$ cat src/design/rpse_pkg.sv
package rpse_pkg;

	// Strip geometry and channel codes
	localparam int MAX_PIXELS = 256;
	localparam logic FUNC_COLOR = 1'b0;
	localparam logic FUNC_WHITE = 1'b1;

	// Strip bit to SPI nibble codes
	localparam logic [3:0] NIB_ZERO = 4'h8;
	localparam logic [3:0] NIB_ONE  = 4'hC;

	// Fixed-point constants of the colour path
	localparam logic [23:0] BAL_DEN      = 24'd65025;       // 255 * 255
	localparam logic [41:0] ROUND_BIAS   = 42'd2130739200;  // 32768 * 65025
	localparam logic [16:0] RECIP_MUL    = 17'd66051;       // floor(2^32 / 65025)
	localparam logic [6:0]  SHARE_MAX    = 7'd100;
	localparam logic [12:0] DIV100_MUL   = 13'd5243;        // 2^19 / 100, rounded up
	localparam logic [25:0] WHITE_BIAS   = 26'd32768;

	// Pixel queue between front and back
	localparam int QDEPTH = 8;
	localparam int QAW    = $clog2(QDEPTH);
	localparam int QCW    = $clog2(QDEPTH + 1);

	// Register map (index = paddr[4:2])
	localparam logic [2:0] REG_STRIP_LENGTH   = 3'd0;
	localparam logic [2:0] REG_FOUR_CHANNEL   = 3'd1;
	localparam logic [2:0] REG_BRIGHTNESS_CAP = 3'd2;
	localparam logic [2:0] REG_WHITE_SHARE    = 3'd3;
	localparam logic [2:0] REG_BALANCE_RED    = 3'd4;
	localparam logic [2:0] REG_BALANCE_GREEN  = 3'd5;
	localparam logic [2:0] REG_BALANCE_BLUE   = 3'd6;

	localparam logic [8:0] RST_STRIP_LENGTH   = 9'd0;
	localparam logic       RST_FOUR_CHANNEL   = 1'b1;
	localparam logic [7:0] RST_BRIGHTNESS_CAP = 8'd120;
	localparam logic [6:0] RST_WHITE_SHARE    = 7'd45;
	localparam logic [7:0] RST_BALANCE        = 8'd255;

	typedef struct packed {
		logic [8:0] strip_length;
		logic       four_channel;
		logic [7:0] brightness_cap;
		logic [6:0] white_share;
		logic [7:0] balance_red;
		logic [7:0] balance_green;
		logic [7:0] balance_blue;
	} cfg_t;

	// One rendered pixel: channels in wire order G,R,B,W
	typedef struct packed {
		logic            four;
		logic [11:0]     base_off;
		logic [3:0][7:0] ch;
	} pix_t;

	typedef struct packed {
		logic        func;
		logic        four;
		logic [11:0] base_off;
	} meta_t;

	// Gamma 2.6 curve entry, Q1.16, round half up: the largest q with
	// (2q - 1)^5 * 2^(13 * level_bits) <= idx^13 * 2^85, in wide integers
	function automatic logic [16:0] gamma_entry(input int idx, input int level_bits);
		logic [319:0] lhs;
		logic [319:0] rhs;
		int           lo;
		int           hi;
		int           mid;
		lo  = 0;
		hi  = 65536;
		rhs = 320'd1;
		for (int k = 0; k < 13; k++) begin
			rhs = rhs * 320'(idx);
		end
		rhs = rhs << 85;
		while (lo < hi) begin
			mid = (lo + hi + 1) >> 1;
			lhs = 320'd1;
			for (int k = 0; k < 5; k++) begin
				lhs = lhs * 320'(2 * mid - 1);
			end
			lhs = lhs << (13 * level_bits);
			if (lhs <= rhs) begin
				lo = mid;
			end else begin
				hi = mid - 1;
			end
		end
		return 17'(lo);
	endfunction

	function automatic logic [7:0] spi_pair(input logic hi, input logic lo);
		return {(hi ? NIB_ONE : NIB_ZERO), (lo ? NIB_ONE : NIB_ZERO)};
	endfunction

endpackage

$ cat src/design/rpse_back.sv
module rpse_back (
	input  logic           clk,
	input  logic           arst_n,
	input  logic           head_valid,
	input  rpse_pkg::pix_t head,
	output logic           pop,
	output logic           m_tvalid,
	input  logic           m_tready,
	output logic [23:0]    m_tdata,
	output logic           m_tlast
);
	import rpse_pkg::*;

	logic [3:0]  k_q;
	logic        m_tvalid_q;
	logic [7:0]  byte_q;
	logic [11:0] off_q;
	logic        last_q;
	logic        advance;
	logic        is_last;
	logic [7:0]  v;
	logic [1:0]  i;

	assign advance = !m_tvalid_q || m_tready;
	assign is_last = k_q == (head.four ? 4'd15 : 4'd11);
	assign pop     = advance && head_valid && is_last;
	assign v       = head.ch[k_q[3:2]];
	assign i       = k_q[1:0];

	always_ff @(posedge clk or negedge arst_n) begin
		if (!arst_n) begin
			k_q        <= '0;
			m_tvalid_q <= 1'b0;
		end else if (advance) begin
			m_tvalid_q <= head_valid;
			if (head_valid) begin
				k_q <= is_last ? 4'd0 : k_q + 4'd1;
			end
		end
	end

	always_ff @(posedge clk) begin
		if (advance && head_valid) begin
			byte_q <= spi_pair(v[{~i, 1'b1}], v[{~i, 1'b0}]);
			off_q  <= head.base_off + 12'(k_q);
			last_q <= is_last;
		end
	end

	assign m_tvalid = m_tvalid_q;
	assign m_tdata  = {4'b0000, off_q, byte_q};
	assign m_tlast  = last_q;

endmodule
$ cat config.mk
export PLATFORM = sky130hd
export DESIGN_NAME = rpse_back
export DESIGN_NICKNAME = d
export VERILOG_FILES = /design/src/design/rpse_pkg.sv /design/src/design/rpse_back.sv
export SDC_FILE = /design/constraint.sdc
export NUM_CORES = 1
export LEC_CHECK = 0
export BUFFER_PORTS_ARGS = -buffer_cell sky130_fd_sc_hd__buf_2
export CAP_MARGIN = 20
export CORE_MARGIN = 3
export CORE_UTILIZATION = 39
export DETAILED_ROUTE_END_ITERATION = 12
export PLACE_DENSITY = 0.75
export SLEW_MARGIN = 15
export SYNTH_ARGS = -nofsm -noshare
export SYNTH_HDL_FRONTEND = slang
export SYNTH_SLANG_ARGS = --single-unit
$ cat constraint.sdc
create_clock -name clk -period 1.68 [get_ports clk]
set_clock_uncertainty 0.05 [all_clocks]
set_input_delay 0.42 -clock clk [delete_from_list [all_inputs] [get_ports clk]]
set_output_delay 0.42 -clock clk [all_outputs]
set_load 0.005 [all_outputs]
==> flow_summary.toml <==
[run_status]
run_status = "finished with violations"
violations = "setup timing"

[routing]
ant_nets = 0
wl_per_cell_um = 12.6
finalWirelength_um = 3020
vias_per_cell = 4.72
drt_pre_antenna_iters = 4
vias = 1127
route.detailed.drc = 0
drtIter0Drc = 24

[worst_setup_path]
endpoint_kind = "output port"
start_kind = "register"
crit_required_ns = 1.21
criticalPathCategory = "reg -> out"
arrival_ns = 1.31
cp_cell_sequence = "buf_6 -> xnor2_4 -> nand3_2 -> nor2_1 -> buf_2"
critPathMaxStageDelay_ns = 0.44
crit_fanout = 2
critPathSlowestCell = "dfrtp_2"

[global_routing]
grt_pass1_wl_um = 5020
grt_max_degree = 18
antenna_found_initial = 0
grt_pass1_vias = 1214
grt_usage_pct = 15.2
overflow = 0

[floorplan]
ioPinCount = 76
core-area_mm2 = 0.00315
dieHeight_um = 64.5
initial_core_util_pct = 42.3
die_area_mm2 = 0.00416
num_rows = 20
die_w_um = 64.5

[finish]
seqCellArea_um2 = 577
diodes = 0
design_area_mm2 = 0.00198
multiInputGateArea_um2 = 788
nNetsFinal = 251
drive_gt1_share_pct = 57.9
areaGrowthSynthToFinish_pct = 48.3
post-route-util_pct = 62.8
layoutNonFillerInstCount = 239
fill_cells = 257

[place]
dp_slack_ns = -0.192
hpwl_um = 2420
io_buffers = 65
dpl.cell_count = 225
place_congestion = 0.822
placed_area_mm2 = 0.00176

[yosys]
synthMuxAreaShare_pct = 17.0
ys_warn_count = 0
yosysSeqAreaShare_pct = 43.1
synth-seq-cells = 20
synth_compound_area_share_pct = 7.97
synth_cell_types = 32
synth_top_family_by_area = "multiplexers"
yosys.area_share.simple_pct = 8.90
yosys.area_share.adder_pct = 6.19
synth_area_per_cell_um2 = 12.1
synth_area_mm2 = 0.00134
synthXorXnorAreaFrac_pct = 7.22
netlist_instances = 110

[power]
combPwrFrac_pct = 59.3
power.total_mw = 2.35
p_int_mw = 1.57
power.leakage_nw = 0.921
ir_worst_vdd_mv = 0.618
seqPwrFrac_pct = 31.0
powerDensity_mw_per_mm2 = 1190
p_sw_mw = 0.777
clockPowerShare_pct = 9.7
swShare_pct = 33.1

[sta]
hold_viol = 0
finalCriticalPeriod_ns = 1.78
final.setup.worst_slack_ns = -0.102
finalMaxSlewViolations = 0
setup_viol = 10
tns_ns = -0.531
timing.final.crit_share_pct = 106
hold-worst-slack_ns = 0.305
rsz0062_at_grt = "true"
max_freq_mhz = 561

[clock_tree]
clkTransAtPathRegs_ns = 0.11
cts_buffers = 3
clk-insertion-delay-late_ns = 0.29
cts-root-buf = "clkbuf_4"
cts_tree = "yes"
clock_path_buffers = 2
clock_sinks = 20
htree_levels = 1

[run]
drv_cap = 0

[min_path]
hold_class = "in -> reg"
sequential cells by signal, summed over array words and instances (netlist names):
register	cells
m_tlast	1
off_q	12
k_q	4
byte_q	2
m_tvalid	1
path summary, 6_finish.rpt:
| kind | from | to | slack (ns) | cells after the start |
|---|---|---|---|---|
| worst max register to register | k_q[2] | byte_q[2] | -0.09 | 5 |
| worst max-delay path | k_q[2] | pop | -0.10 | 5 |
| max in group asynchronous | arst_n | k_q[2] | 1.02 | 2 |
| worst min register to register | m_tvalid | m_tvalid | 0.52 | 2 |
| min in group asynchronous | arst_n | m_tvalid | 0.41 | 2 |
| worst min-delay path | head_valid | m_tvalid | 0.30 | 2 |
cells in the final DEF, fill, tap and decap left out, types with 2 or more instances in the layout:
cell / synthesis / routed
nand3_1: 4 / 2
nand2b_1: 2 / 2
clkbuf_4: 0 / 3
buf_2: 1 / 65
dfrtp_1: 5 / 4
nand3_2: 0 / 2
mux4_1: 4 / 4
nor2_1: 2 / 2
a21o_1: 2 / 2
inv_1: 7 / 5
mux2i_1: 2 / 2
ha_4: 0 / 3
xor2_1: 4 / 4
buf_4: 10 / 15
a21oi_1: 4 / 3
nor2b_1: 3 / 2
xnor2_1: 7 / 6
o21ai_0: 5 / 2
a211oi_2: 0 / 3
edfxtp_1: 15 / 15
a21boi_2: 0 / 2
mux4_2: 4 / 4
conb_1: 2 / 10
nand2_1: 7 / 7
buf_6: 1 / 5
worst max-delay path, delay by kind of cell (launching register included):
family                    cells  cell delay [ns]
and+or+nand+nor               2             0.18
buffers and inverters         2             0.25
DFF                           1             0.44
xor gates and xnor gates      1             0.15
kinds of logic (layout without fill, tap and decap cells):
logic type      count (synthesis)  in the layout
compound gates                 17             17
xor+xnor                       11             11
fa+ha+maj                       6              6
buf+inv                        20             97
flops                          20             20
mux                            11             11
other cells                     2             10
simple gates                   23             23
routing by layer:
| metal | up-vias | wire length [um] | GRT usage (%) | part of all wire [%] |
|---|---|---|---|---|
| met2 | 65 | 1530 | 27.6 | 51 |
| met1 | 508 | 1140 | 17.6 | 38 |
| met4 | 0 | 15 | 4.49 | 0.50 |
| met5 | - | 0 | 0 | 0 |
| li1 | 552 | - | - | - |
| met3 | 2 | 331 | 3.99 | 11 |
area by class of cell:
| type | instances | area share, % |
|---|---|---|
| clock buffer | 4 | 1.33 |
| inverter | 7 | 1.45 |
| multi-input combinational | 78 | 39.8 |
| sequential | 20 | 29.1 |
| tap | 44 | 2.78 |
| timing repair buffer | 86 | 25.5 |
synth_stat cells:
cell type	instances	area [um2]
nor2b_1	3	18.8
a21boi_0	2	15.0
mux2i_1	2	20.0
clkbuf_1	1	3.75
nand2_1	7	26.3
conb_1	2	7.51
mux2_2	1	11.3
fa_1	1	20.0
a21oi_1	4	20.0
edfxtp_1	15	450
mux4_2	4	90.1
nand3b_1	1	7.51
mux4_1	4	105
inv_1	7	26.3
ha_1	5	62.6
buf_6	1	11.3
o21ai_0	5	25.0
and4_1	1	8.76
nand3_1	4	20.0
buf_2	1	5.00
and3_1	1	6.26
nand2b_1	2	12.5
nor2_1	2	7.51
nor3_1	1	5.00
a21o_1	2	15.0
xnor2_1	7	61.3
buf_4	10	75.1
nand4_1	1	6.26
xor2_1	4	35.0
a211oi_1	3	22.5
a22o_1	1	8.76
dfrtp_1	5	125
power by group through the flow:
stage,combinational (mW),clock (mW),sequential (mW)
after global placement,0.984,0,0.752
after floorplan,0.676,0,0.768
final,1.39,0.229,0.728
after detailed placement,1.02,0,0.754
after global routing,1.55,0.261,0.741
after CTS,1.25,0.239,0.726
what timing repair did:
| action | 4_1_cts | 5_1_grt |
|---|---|---|
| hold buffers | 1 | 0 |
| hold endpoints to repair | 5 | 0 |
| setup endpoints to repair | 11 | 14 |
| pin swaps | 11 | 11 |
| buffers inserted | 7 | 2 |
| resized for setup | 14 | 11 |
Note: power is estimated with default switching activity, not from simulation.
