<file path="src/design/rpse_pkg.sv">
package rpse_pkg;

	// Strip geometry and channel codes
	localparam int MAX_PIXELS = 256;
	localparam logic FUNC_COLOR = 1'b0;
	localparam logic FUNC_WHITE = 1'b1;

	// Strip bit to SPI nibble codes
	localparam logic [3:0] NIB_ZERO = 4'h8;
	localparam logic [3:0] NIB_ONE  = 4'hC;

	// Fixed-point constants of the colour path
	localparam logic [23:0] BAL_DEN      = 24'd65025;       // 255 * 255
	localparam logic [41:0] ROUND_BIAS   = 42'd2130739200;  // 32768 * 65025
	localparam logic [16:0] RECIP_MUL    = 17'd66051;       // floor(2^32 / 65025)
	localparam logic [6:0]  SHARE_MAX    = 7'd100;
	localparam logic [12:0] DIV100_MUL   = 13'd5243;        // 2^19 / 100, rounded up
	localparam logic [25:0] WHITE_BIAS   = 26'd32768;

	// Pixel queue between front and back
	localparam int QDEPTH = 8;
	localparam int QAW    = $clog2(QDEPTH);
	localparam int QCW    = $clog2(QDEPTH + 1);

	// Register map (index = paddr[4:2])
	localparam logic [2:0] REG_STRIP_LENGTH   = 3'd0;
	localparam logic [2:0] REG_FOUR_CHANNEL   = 3'd1;
	localparam logic [2:0] REG_BRIGHTNESS_CAP = 3'd2;
	localparam logic [2:0] REG_WHITE_SHARE    = 3'd3;
	localparam logic [2:0] REG_BALANCE_RED    = 3'd4;
	localparam logic [2:0] REG_BALANCE_GREEN  = 3'd5;
	localparam logic [2:0] REG_BALANCE_BLUE   = 3'd6;

	localparam logic [8:0] RST_STRIP_LENGTH   = 9'd0;
	localparam logic       RST_FOUR_CHANNEL   = 1'b1;
	localparam logic [7:0] RST_BRIGHTNESS_CAP = 8'd120;
	localparam logic [6:0] RST_WHITE_SHARE    = 7'd45;
	localparam logic [7:0] RST_BALANCE        = 8'd255;

	typedef struct packed {
		logic [8:0] strip_length;
		logic       four_channel;
		logic [7:0] brightness_cap;
		logic [6:0] white_share;
		logic [7:0] balance_red;
		logic [7:0] balance_green;
		logic [7:0] balance_blue;
	} cfg_t;

	// One rendered pixel: channels in wire order G,R,B,W
	typedef struct packed {
		logic            four;
		logic [11:0]     base_off;
		logic [3:0][7:0] ch;
	} pix_t;

	typedef struct packed {
		logic        func;
		logic        four;
		logic [11:0] base_off;
	} meta_t;

	// Gamma 2.6 curve entry, Q1.16, round half up: the largest q with
	// (2q - 1)^5 * 2^(13 * level_bits) <= idx^13 * 2^85, in wide integers
	function automatic logic [16:0] gamma_entry(input int idx, input int level_bits);
		logic [319:0] lhs;
		logic [319:0] rhs;
		int           lo;
		int           hi;
		int           mid;
		lo  = 0;
		hi  = 65536;
		rhs = 320'd1;
		for (int k = 0; k < 13; k++) begin
			rhs = rhs * 320'(idx);
		end
		rhs = rhs << 85;
		while (lo < hi) begin
			mid = (lo + hi + 1) >> 1;
			lhs = 320'd1;
			for (int k = 0; k < 5; k++) begin
				lhs = lhs * 320'(2 * mid - 1);
			end
			lhs = lhs << (13 * level_bits);
			if (lhs <= rhs) begin
				lo = mid;
			end else begin
				hi = mid - 1;
			end
		end
		return 17'(lo);
	endfunction

	function automatic logic [7:0] spi_pair(input logic hi, input logic lo);
		return {(hi ? NIB_ONE : NIB_ZERO), (lo ? NIB_ONE : NIB_ZERO)};
	endfunction

endpackage

</file>
<file path="src/design/rpse_queue.sv">
module rpse_queue (
	input  logic           clk,
	input  logic           arst_n,
	input  logic           push,
	input  rpse_pkg::pix_t push_data,
	input  logic           pop,
	output logic           head_valid,
	output rpse_pkg::pix_t head
);
	import rpse_pkg::*;

	pix_t           mem_q [QDEPTH];
	logic [QAW-1:0] wr_q;
	logic [QAW-1:0] rd_q;
	logic [QCW-1:0] count_q;

	assign head_valid = count_q != '0;
	assign head       = mem_q[rd_q];

	always_ff @(posedge clk or negedge arst_n) begin
		if (!arst_n) begin
			wr_q    <= '0;
			rd_q    <= '0;
			count_q <= '0;
		end else begin
			if (push) begin
				wr_q <= wr_q + 1'b1;
			end
			if (pop) begin
				rd_q <= rd_q + 1'b1;
			end
			case ({push, pop})
				2'b10:   count_q <= count_q + 1'b1;
				2'b01:   count_q <= count_q - 1'b1;
				default: count_q <= count_q;
			endcase
		end
	end

	always_ff @(posedge clk) begin
		if (push) begin
			mem_q[wr_q] <= push_data;
		end
	end

endmodule

</file>
<file path="config.mk">
export PLATFORM = sky130hd
export DESIGN_NAME = rpse_queue
export DESIGN_NICKNAME = d
export VERILOG_FILES = /design/src/design/rpse_pkg.sv /design/src/design/rpse_queue.sv
export SDC_FILE = /design/constraint.sdc
export NUM_CORES = 1
export LEC_CHECK = 0
export BUFFER_PORTS_ARGS = -buffer_cell sky130_fd_sc_hd__buf_2
export CORE_MARGIN = 3
export CORE_UTILIZATION = 55
export DETAILED_ROUTE_END_ITERATION = 8
export PLACE_DENSITY = 0.73
export REMOVE_ABC_BUFFERS = 1
export SYNTH_ARGS = -nofsm -noshare
export SYNTH_HDL_FRONTEND = slang
export SYNTH_SLANG_ARGS = --single-unit
</file>
<file path="constraint.sdc">
create_clock -name clk -period 7.3 [get_ports clk]
set_clock_uncertainty 0.05 [all_clocks]
set_input_delay 0.365 -clock clk [delete_from_list [all_inputs] [get_ports clk]]
set_output_delay 0.365 -clock clk [all_outputs]
set_load 0.02 [all_outputs]
</file>
==> impl_metrics.yaml, run 1 <==
yosys:
  synth_largest_area_cell: "edfxtp_1"
  avgSynthCellArea_um2: 25.1
  synth_seq_area_share_pct: 76.8
  synth_flop_cell: "edfxtp_1"
  ys_seq_elements: 370
  post_synth_most_frequent_cells: "edfxtp_1 (360), mux4_1 (89), mux2_2 (48)"
  synthesis.area_um2: 14400
  yosysWarningCount: 0
  synthCells: 573
  async_flop_share_pct: 2.70
  synth_edf_count: 360
  synth.distinct_cells: 23
  yosys.area.top_type_share_pct: 75.0
  yosys-top-cells-area: "edfxtp_1 (75%), mux4_1 (16%), mux2_2 (3.8%)"
  synth_most_common_cell: "edfxtp_1"
timing:
  finalSetupTns_ns: 0
  hold_viol: 0
  setup_viol: 0
  max_freq_ghz: 0.262
  grt_setup_unrepaired: "no"
  relSlewSlack_pct: 18.9
  whs_ns: 0.0625
  final_max_slew_viol_count: 0
  period_needed_ns: 3.82
  worst_pin_slew_ns: 1.22
  min_period_over_period_pct: 52.3
cts:
  postCtsSetupRepairBufs: 0
  cts_hold_buf: 1
  root_buffer: "clkbuf_16"
  cts_resized: 0
  cts_max_level: 2
  cts_max_path_buffers: 3
  cts_num_sinks: 370
  cts_tree: "done"
  clkLatencyLatePin_ns: 0.51
  clk_pin_slew_worst_paths_ns: 0.06
  numCtsBuffers: 37
layout:
  utilization_pct: 64.5
  nNetsFinal: 748
  finalInstanceArea_um2: 16400
  drive_gt1_share_pct: 29.8
  antenna_cells: 0
  ff_latch_area_um2: 11100
  multi_input_area_um2: 3230
  area_growth_pct: 14.1
  nFillCells: 1614
drt:
  dr_total_vias: 6372
  dr.pass1.iters: 4
  wirelength_um: 26500
  wl_per_cell_um: 25.2
  drc: 0
  drt-initial-drc-count: 539
  via_per_inst: 6.07
  ant_nets: 0
placement:
  dpl.hpwl_um: 14100
  place_area_um2: 15300
  port_buffers: 94
  place_congestion: 0.657
global_routing:
  grt_pass1_vias: 6698
  grt_max_degree: 93
  grt.overflow.total: 0
  grt_first_pass_wirelength_um: 40100
  grt_antenna_before_repair: 3
  grtUsageTotal_pct: 19.0
power_and_ir_drop:
  p_leak_nw: 5.63
  pwr_density_cell_nw_per_um2: 397
  peakVddDrop_uv: 297
floorplanning:
  initial_core_util_pct: 56.6
  dieWidth_um: 168
  boundaryPins: 95
  die-area_um2: 28200
  core_um2: 25500
  die_h_um: 168
  rows: 58
worst_setup_path:
  startpoint_type: "flip-flop"
  worstSetupEndpointType: "primary output"
  arrival_ns: 3.40
  crit_required_ns: 6.88
  crit_type: "flip-flop to primary output"
  path_max_fanout: 50
status:
  outcome: "completed"
worst_hold_path:
  hold_class: "primary input to flip-flop"
flow_run:
  max_cap_viol_count: 0
==> routing by layer <==
layer  vias to the layer above  wire length [um]  track usage [%]
met2                       199             13200             30.9
met5                         -                25                0
met1                      3357             11100             26.8
met4                         6               493             4.98
li1                       2768                 -                -
met3                        42              1640             4.16
==> report_power, final <==
group	internal (mW)	total, mW	leakage (nW)	switching, mW
Sequential	2.67	2.93	3.38	0.254
Clock	1.06	1.78	0.563	0.715
Combinational	0.862	1.81	1.69	0.951
Total	4.60	6.52	5.63	1.92
==> worst max-delay path: stages, from the launching register on <==
cell and delay (ns):
dfrtp_4 0.88, buf_4 0.77, mux4_1 0.65, mux2_2 0.31, buf_2 0.17
==> sequential cells by signal, indices dropped and copies added (netlist names) <==
name / cells
mem_q: 360
count_q: 4
rd_q: 3
wr_q: 3
==> final cells by class <==
class	count	share of cell area, %
multi-input combinational	177	19.6
inverter	1	0.0228
sequential	370	67.3
timing repair buffer	107	3.47
clock inverter	8	0.388
tap	330	2.51
clock buffer	56	6.63
==> cells in the final DEF (no fill, tap or decap), types with 3 or more instances in the layout <==
master / Yosys / routed
buf_4: 0 / 12
dfrtp_1: 10 / 7
xnor2_1: 3 / 3
edfxtp_1: 360 / 360
clkinv_1: 0 / 4
ha_1: 5 / 5
nor2b_1: 3 / 3
nand2_1: 4 / 4
mux2_2: 48 / 48
mux4_1: 89 / 89
xor2_1: 6 / 6
nand2b_1: 3 / 3
clkbuf_1: 5 / 12
clkbuf_8: 0 / 5
clkbuf_16: 0 / 39
buf_2: 2 / 94
nor2_4: 0 / 6
==> logic make-up after synthesis <==
family / share of synthesized area [%]
XOR/XNOR: 0.547
AO/OA/AOI/OAI: 0.174
adder cells (fa/ha/maj): 0.434
flip-flops: 76.8
multiplexers: 20.1
AND/OR/NAND/NOR: 0.712
buffers and inverters: 1.22
==> final timing paths <==
kind                                         from                     end  slack, ns  depth (start not counted)
max in group asynchronous                  arst_n     rd_q[1]$_DFFE_PN0P_       6.75                          2
min in group asynchronous                  arst_n  count_q[1]$_DFFE_PN0P_       0.22                          2
min reg2reg                count_q[3]$_DFFE_PN0P_  count_q[3]$_DFFE_PN0P_       0.44                          1
min                                 push_data[43]  mem_q[4][43]$_DFFE_PP_       0.06                          1
max reg2reg                   rd_q[0]$_DFFE_PN0P_     rd_q[1]$_DFFE_PN0P_       4.79                          3
max                           rd_q[0]$_DFFE_PN0P_                head[33]       3.48                          4
==> stage by stage <==
stage / std cells / worst slack (ns) / total power, mW
finish: 1049 / 3.48 / 6.52
global route: 1049 / 3.37 / 6.81
CTS: 1049 / 3.48 / 6.60
detailed placement: 984 / 4.03 / 4.82
global placement: 984 / 4.07 / 4.76
floorplan: 548 / 3.08 / 4.21
Note: power is estimated with default switching activity, not from simulation.
==> run 2: changes to the inputs <==
ABC_AREA = 1   (was unset)
clock period = 3.7 ns   (was 7.3 ns; I/O delays follow)
==> run 2 against run 1 <==
Sequential power increased by 78%. Die area rose by 0.25%. Hold slack worse by 0.054 ns. Flip-flop and latch count stayed put. Synthesized area up 0.26%. Design area increased by 2.1%. Clock power rose by 93%. Combinational power rose to 2.6 times the previous value. Final cell count increased by 51%. Highest routed layer unchanged.
==> impl_metrics.yaml, run 2 <==
placement:
  port_buffers: 94
  place_area_um2: 15200
  dpl.hpwl_um: 15800
  place_congestion: 0.737
worst_setup_path:
  crit_type: "flip-flop to primary output"
  slowest_delay_ns: 0.66
  crit_top_cell: "nand2_1"
  worst_path_dominant_cell_family: "buffers and inverters"
  crit_required_ns: 3.46
  crit_buf_inv: 3
  cp_slowest_cell: "inv_6"
  path_max_fanout: 125
  crit_path_cell_trace: "inv_6, buf_4, o21ai_0, o22ai_1, nand2_1, nand2_1, buf_2"
  startpoint_type: "flip-flop"
  arrival_ns: 2.69
  r2r_slack_ns: 1.34
  worstSetupEndpointType: "primary output"
power_and_ir_drop:
  pwr_density_cell_nw_per_um2: 797
  power_mw: 13.4
  seqPwrFrac_pct: 39.0
  pwr-share-comb_pct: 35.3
  p_int_mw: 8.39
  peakVddDrop_uv: 616
  p_leak_nw: 5.89
  power.switching_mw: 4.97
  p_sw_share_pct: 37.2
  clkPwrFrac_pct: 25.7
yosys:
  synth_most_common_cell: "edfxtp_1"
  synthCells: 1090
  async_flop_share_pct: 2.70
  avgSynthCellArea_um2: 13.3
  yosys.area.top_type_share_pct: 74.8
  yosysWarningCount: 0
  synth_edf_count: 360
  ys_seq_elements: 370
  synth.distinct_cells: 23
  post_synth_most_frequent_cells: "edfxtp_1 (360), nor2_1 (191), o21ai_0 (167)"
  synth_flop_cell: "edfxtp_1"
  yosys-top-cells-area: "edfxtp_1 (75%), o21ai_0 (5.8%), nor2_1 (5.0%)"
  synth_largest_area_cell: "edfxtp_1"
  synth_seq_area_share_pct: 76.6
  synthesis.area_um2: 14400
floorplanning:
  boundaryPins: 95
  rows: 58
  die_h_um: 168
  die-area_um2: 28200
  core_um2: 25500
  dieWidth_um: 168
  initial_core_util_pct: 56.7
drt:
  dr_total_vias: 9159
  ant_nets: 0
  drt-initial-drc-count: 947
  wirelength_um: 31100
  dr.pass1.iters: 5
  wl_per_cell_um: 19.7
  drc: 0
  via_per_inst: 5.79
global_routing:
  grt_max_degree: 126
  grt_pass1_vias: 8949
  grtUsageTotal_pct: 21.6
  grt_antenna_before_repair: 1
  grt.overflow.total: 0
  grt_first_pass_wirelength_um: 48400
cts:
  cts_tree: "done"
  clkLatencyLatePin_ns: 0.52
  root_buffer: "clkbuf_16"
  clk_pin_slew_worst_paths_ns: 0.06
  cts_max_path_buffers: 3
  cts_max_level: 2
  numCtsBuffers: 37
  cts_num_sinks: 370
layout:
  nFillCells: 1803
  area_growth_pct: 16.1
  ff_latch_area_um2: 11100
  layout_commonest_cell: "edfxtp_1"
  largest_reg_flops: 360
  drive_gt1_share_pct: 14.4
  final_cell_mix: "edfxtp_1 (360), nor2_1 (183), o21ai_0 (167)"
  top_regs: "mem_q x360, count_q x4"
  antenna_cells: 0
  multi_input_area_um2: 3000
  finalInstanceArea_um2: 16800
  top_register: "mem_q"
  nNetsFinal: 1279
worst_hold_path:
  hold_class: "primary input to asynchronous set/reset pin"
flow_run:
  max_cap_viol_count: 0
timing:
  setup_viol: 0
  final_max_slew_viol_count: 0
  grt_setup_unrepaired: "no"
  hold_viol: 0
  max_freq_ghz: 0.342
  worst_pin_slew_ns: 1.10
  finalSetupTns_ns: 0
  min_period_over_period_pct: 79.1
  relSlewSlack_pct: 26.5
  period_needed_ns: 2.93
status:
  outcome: "completed"
## run 2: cell families after synthesis
group,synth area share (%)
fa+ha+maj,0.433
compound gates,10.3
flops,76.6
simple gates,9.20
buf+inv,3.08
xor+xnor,0.364
## run 2: power by group through the flow
stage	logic, mW	registers [mW]	clock network, mW
final	4.71	5.22	3.44
after global routing	5.22	5.25	3.66
after CTS	4.74	5.22	3.48
after detailed placement	4.68	5.30	0
after global placement	4.59	5.29	0
after floorplan	2.73	5.57	0
## run 2: cell type report
cell class | count | share of cell area [%]
well taps | 330 | 2.46
flip-flops and latches | 370 | 66.0
repair buffers | 163 | 6.76
clock buffers | 44 | 5.74
multi-input cells | 639 | 17.9
clock inverters | 21 | 0.843
inverters | 14 | 0.351
## run 2: repair_timing
item	4_1_cts	5_1_grt
setup buffers	0	0
hold buffers	48	0
gates resized for setup	0	0
hold endpoints to repair	376	0
## run 2: metrics by stage
stage	instances	hold slack [ns]	worst slack, ns	util [%]
final	1581	0.00882	0.773	65.9
after global routing	1581	0.0371	0.620	65.9
after CTS	1581	0.0149	0.765	65.9
after detailed placement	1468	0.0194	1.30	59.6
after global placement	1468	0.0158	1.36	59.6
after floorplan	1023	-0.161	-1.00	-
## run 2: final timing paths
kind | start | depth (start not counted) | endpoint
max reg2reg | wr_q[0]$_DFFE_PN0P_ | 3 | mem_q[0][38]$_DFFE_PP_
min in group clk | push_data[9] | 2 | mem_q[4][9]$_DFFE_PP_
min reg2reg | count_q[3]$_DFFE_PN0P_ | 2 | count_q[3]$_DFFE_PN0P_
min | arst_n | 2 | wr_q[0]$_DFFE_PN0P_
max in group asynchronous | arst_n | 2 | rd_q[0]$_DFFE_PN0P_
max | rd_q[0]$_DFFE_PN0P_ | 7 | head[13]
## run 2: routing by layer
metal | wire length [um] | track usage, %
met1 | 13200 | 30.1
met2 | 15000 | 36.0
met3 | 2280 | 3.64
met4 | 627 | 5.76
met5 | 8 | 0
==> run 3: changes to the inputs <==
CORE_UTILIZATION = 54   (was 55)
PLACE_DENSITY = 0.75   (was 0.73)
clock period = 2.5 ns   (was 3.7 ns; I/O delays follow)
==> run 3 against run 2 <==
Sequential power is 48% higher. First-iteration DRC count down 5.4%. Hold slack better by 0.34 ns. Final cell count increased by 1.1%. Clock power grew 57%. Non-clock buffer count grew 10.
==> impl_metrics.yaml, run 3 (synthesized netlist as in run 2, its figures left out) <==
placement:
  place_congestion: 0.735
  dpl.hpwl_um: 16400
  port_buffers: 94
cts:
  numCtsBuffers: 37
  clk_pin_slew_worst_paths_ns: 0.06
  clkLatencyLatePin_ns: 0.52
  cts_max_path_buffers: 3
  cts_num_sinks: 370
  cts_tree: "done"
  root_buffer: "clkbuf_16"
  cts_max_level: 2
global_routing:
  grtUsageTotal_pct: 22.5
  grt.overflow.total: 0
  grt_use_met1_pct: 31.1
  grtUsageMet3_pct: 4.08
  grt_max_degree: 92
  grt_util_met2_pct: 36.8
  grt_first_pass_wirelength_um: 50400
  grt_pass1_vias: 9156
  gr-max-usage-layer: "met2"
  grt_antenna_before_repair: 0
layout:
  ff_latch_area_um2: 11100
  largest_reg_flops: 360
  top_register: "mem_q"
  multi_input_area_um2: 3000
  layout_commonest_cell: "edfxtp_1"
  final_cell_mix: "edfxtp_1 (360), nor2_1 (183), o21ai_0 (167)"
  nNetsFinal: 1289
  top_regs: "mem_q x360, count_q x4"
  utilization_pct: 65.2
  drive_gt1_share_pct: 15.4
  nFillCells: 1820
  area_growth_pct: 18.2
worst_hold_path:
  hold_class: "primary input to flip-flop"
  worstHoldPathCells: 3
worst_setup_path:
  crit_required_ns: 2.33
  path_max_fanout: 50
  r2r_cells: 3
  worstSetupEndpointType: "primary output"
  crit_type: "flip-flop to primary output"
  cp_slowest_cell: "dfrtp_4"
  startpoint_type: "flip-flop"
  arrival_ns: 2.25
  crit_top_cell: "nand2_1"
  slowest_delay_ns: 0.54
  crit_path_cell_trace: "clkinv_8, buf_4, o21ai_0, o22ai_1, nand2_1, nand2_1, buf_2"
floorplanning:
  rows: 59
  die_h_um: 170
  boundaryPins: 95
  initial_core_util_pct: 55.1
  die-area_um2: 28700
  dieWidth_um: 170
  core_um2: 26200
timing:
  relSlewSlack_pct: 52.4
  period_needed_ns: 2.43
  setup_viol: 0
  worst_pin_slew_ns: 0.714
  whs_ns: 0.347
  max_freq_ghz: 0.412
  min_period_over_period_pct: 97.2
  grt_setup_unrepaired: "yes"
  final_max_slew_viol_count: 0
  hold_viol: 0
drt:
  drt-initial-drc-count: 896
  wl_per_cell_um: 20.4
  drc: 0
  dr_total_vias: 9313
  wirelength_um: 32600
  ant_nets: 0
  via_per_inst: 5.82
  dr.pass1.iters: 5
power_and_ir_drop:
  p_leak_nw: 6.03
  pwr_density_cell_nw_per_um2: 1200
  power_mw: 20.5
  peakVddDrop_uv: 871
flow_run:
  max_cap_viol_count: 0
status:
  outcome: "completed"
==> run 3: cell types whose count changed in the layout (fill, tap and decap cells not counted), sizes merged <==
cell         delta
diode           +1
buf             +8
clkbuf          +8
inv             -2
bufinv          +1
bufbuf          +1
clkinv          -5
dlygate4sd3     +1
==> run 3: report_power, final <==
part	switching, mW	internal, mW	total, mW
logic	5.15	2.23	7.38
clock network	2.24	3.14	5.39
registers	0.202	7.53	7.74
total	7.60	12.9	20.5
==> run 3: final timing paths <==
path / endpoint / from / slack, ns
max in group asynchronous: rd_q[0]$_DFFE_PN0P_ / arst_n / 1.39
min in group asynchronous: count_q[3]$_DFFE_PN0P_ / arst_n / 0.60
worst max-delay path: head[36] / rd_q[0]$_DFFE_PN0P_ / 0.07
worst min-delay path: wr_q[1]$_DFFE_PN0P_ / push / 0.35
worst max register to register: mem_q[0][17]$_DFFE_PP_ / wr_q[0]$_DFFE_PN0P_ / 0.65
worst min register to register: count_q[0]$_DFFE_PN0P_ / count_q[0]$_DFFE_PN0P_ / 0.47
==> run 3: what timing repair did <==
action	CTS	global route
setup endpoints to repair	22	25
endpoints found under the hold margin	376	0
hold buffers	49	0
setup buffers	0	0
resized for setup	2	3
cloned	1	0
==> run 3: layout make-up <==
cell class	instances	area share (%)
repair buffers	173	7.77
clock buffers	52	6.10
diodes	1	0.0147
flip-flops and latches	370	64.8
well taps	335	2.45
multi-input cells	639	17.6
inverters	14	0.388
clock inverters	15	0.909
==> run 3: per-stage QoR <==
step	setup slack, ns	TNS, ns	cells	area, um^2
after detailed placement	0.507	0	1481	15300
after global placement	0.536	0	1481	15300
after CTS	0.00838	0	1598	17100
after global routing	-0.0288	-0.0757	1598	17100
final	0.0710	0	1599	17100
after floorplan	-2.14	-284.96	1023	14100
==> run 3: per-layer routing <==
layer	part of all wire [%]	vias to the layer above
met5	0	-
met2	49	429
met4	2.2	0
met3	7.4	68
met1	42	4549
li1	-	4267
==> run 3: critical path, delay by kind of cell, from the launching register on <==
family | cells | cell delay, ns
AO/OA/AOI/OAI | 2 | 0.30
buffers and inverters | 3 | 0.64
flip-flops | 1 | 0.54
AND/OR/NAND/NOR | 2 | 0.22
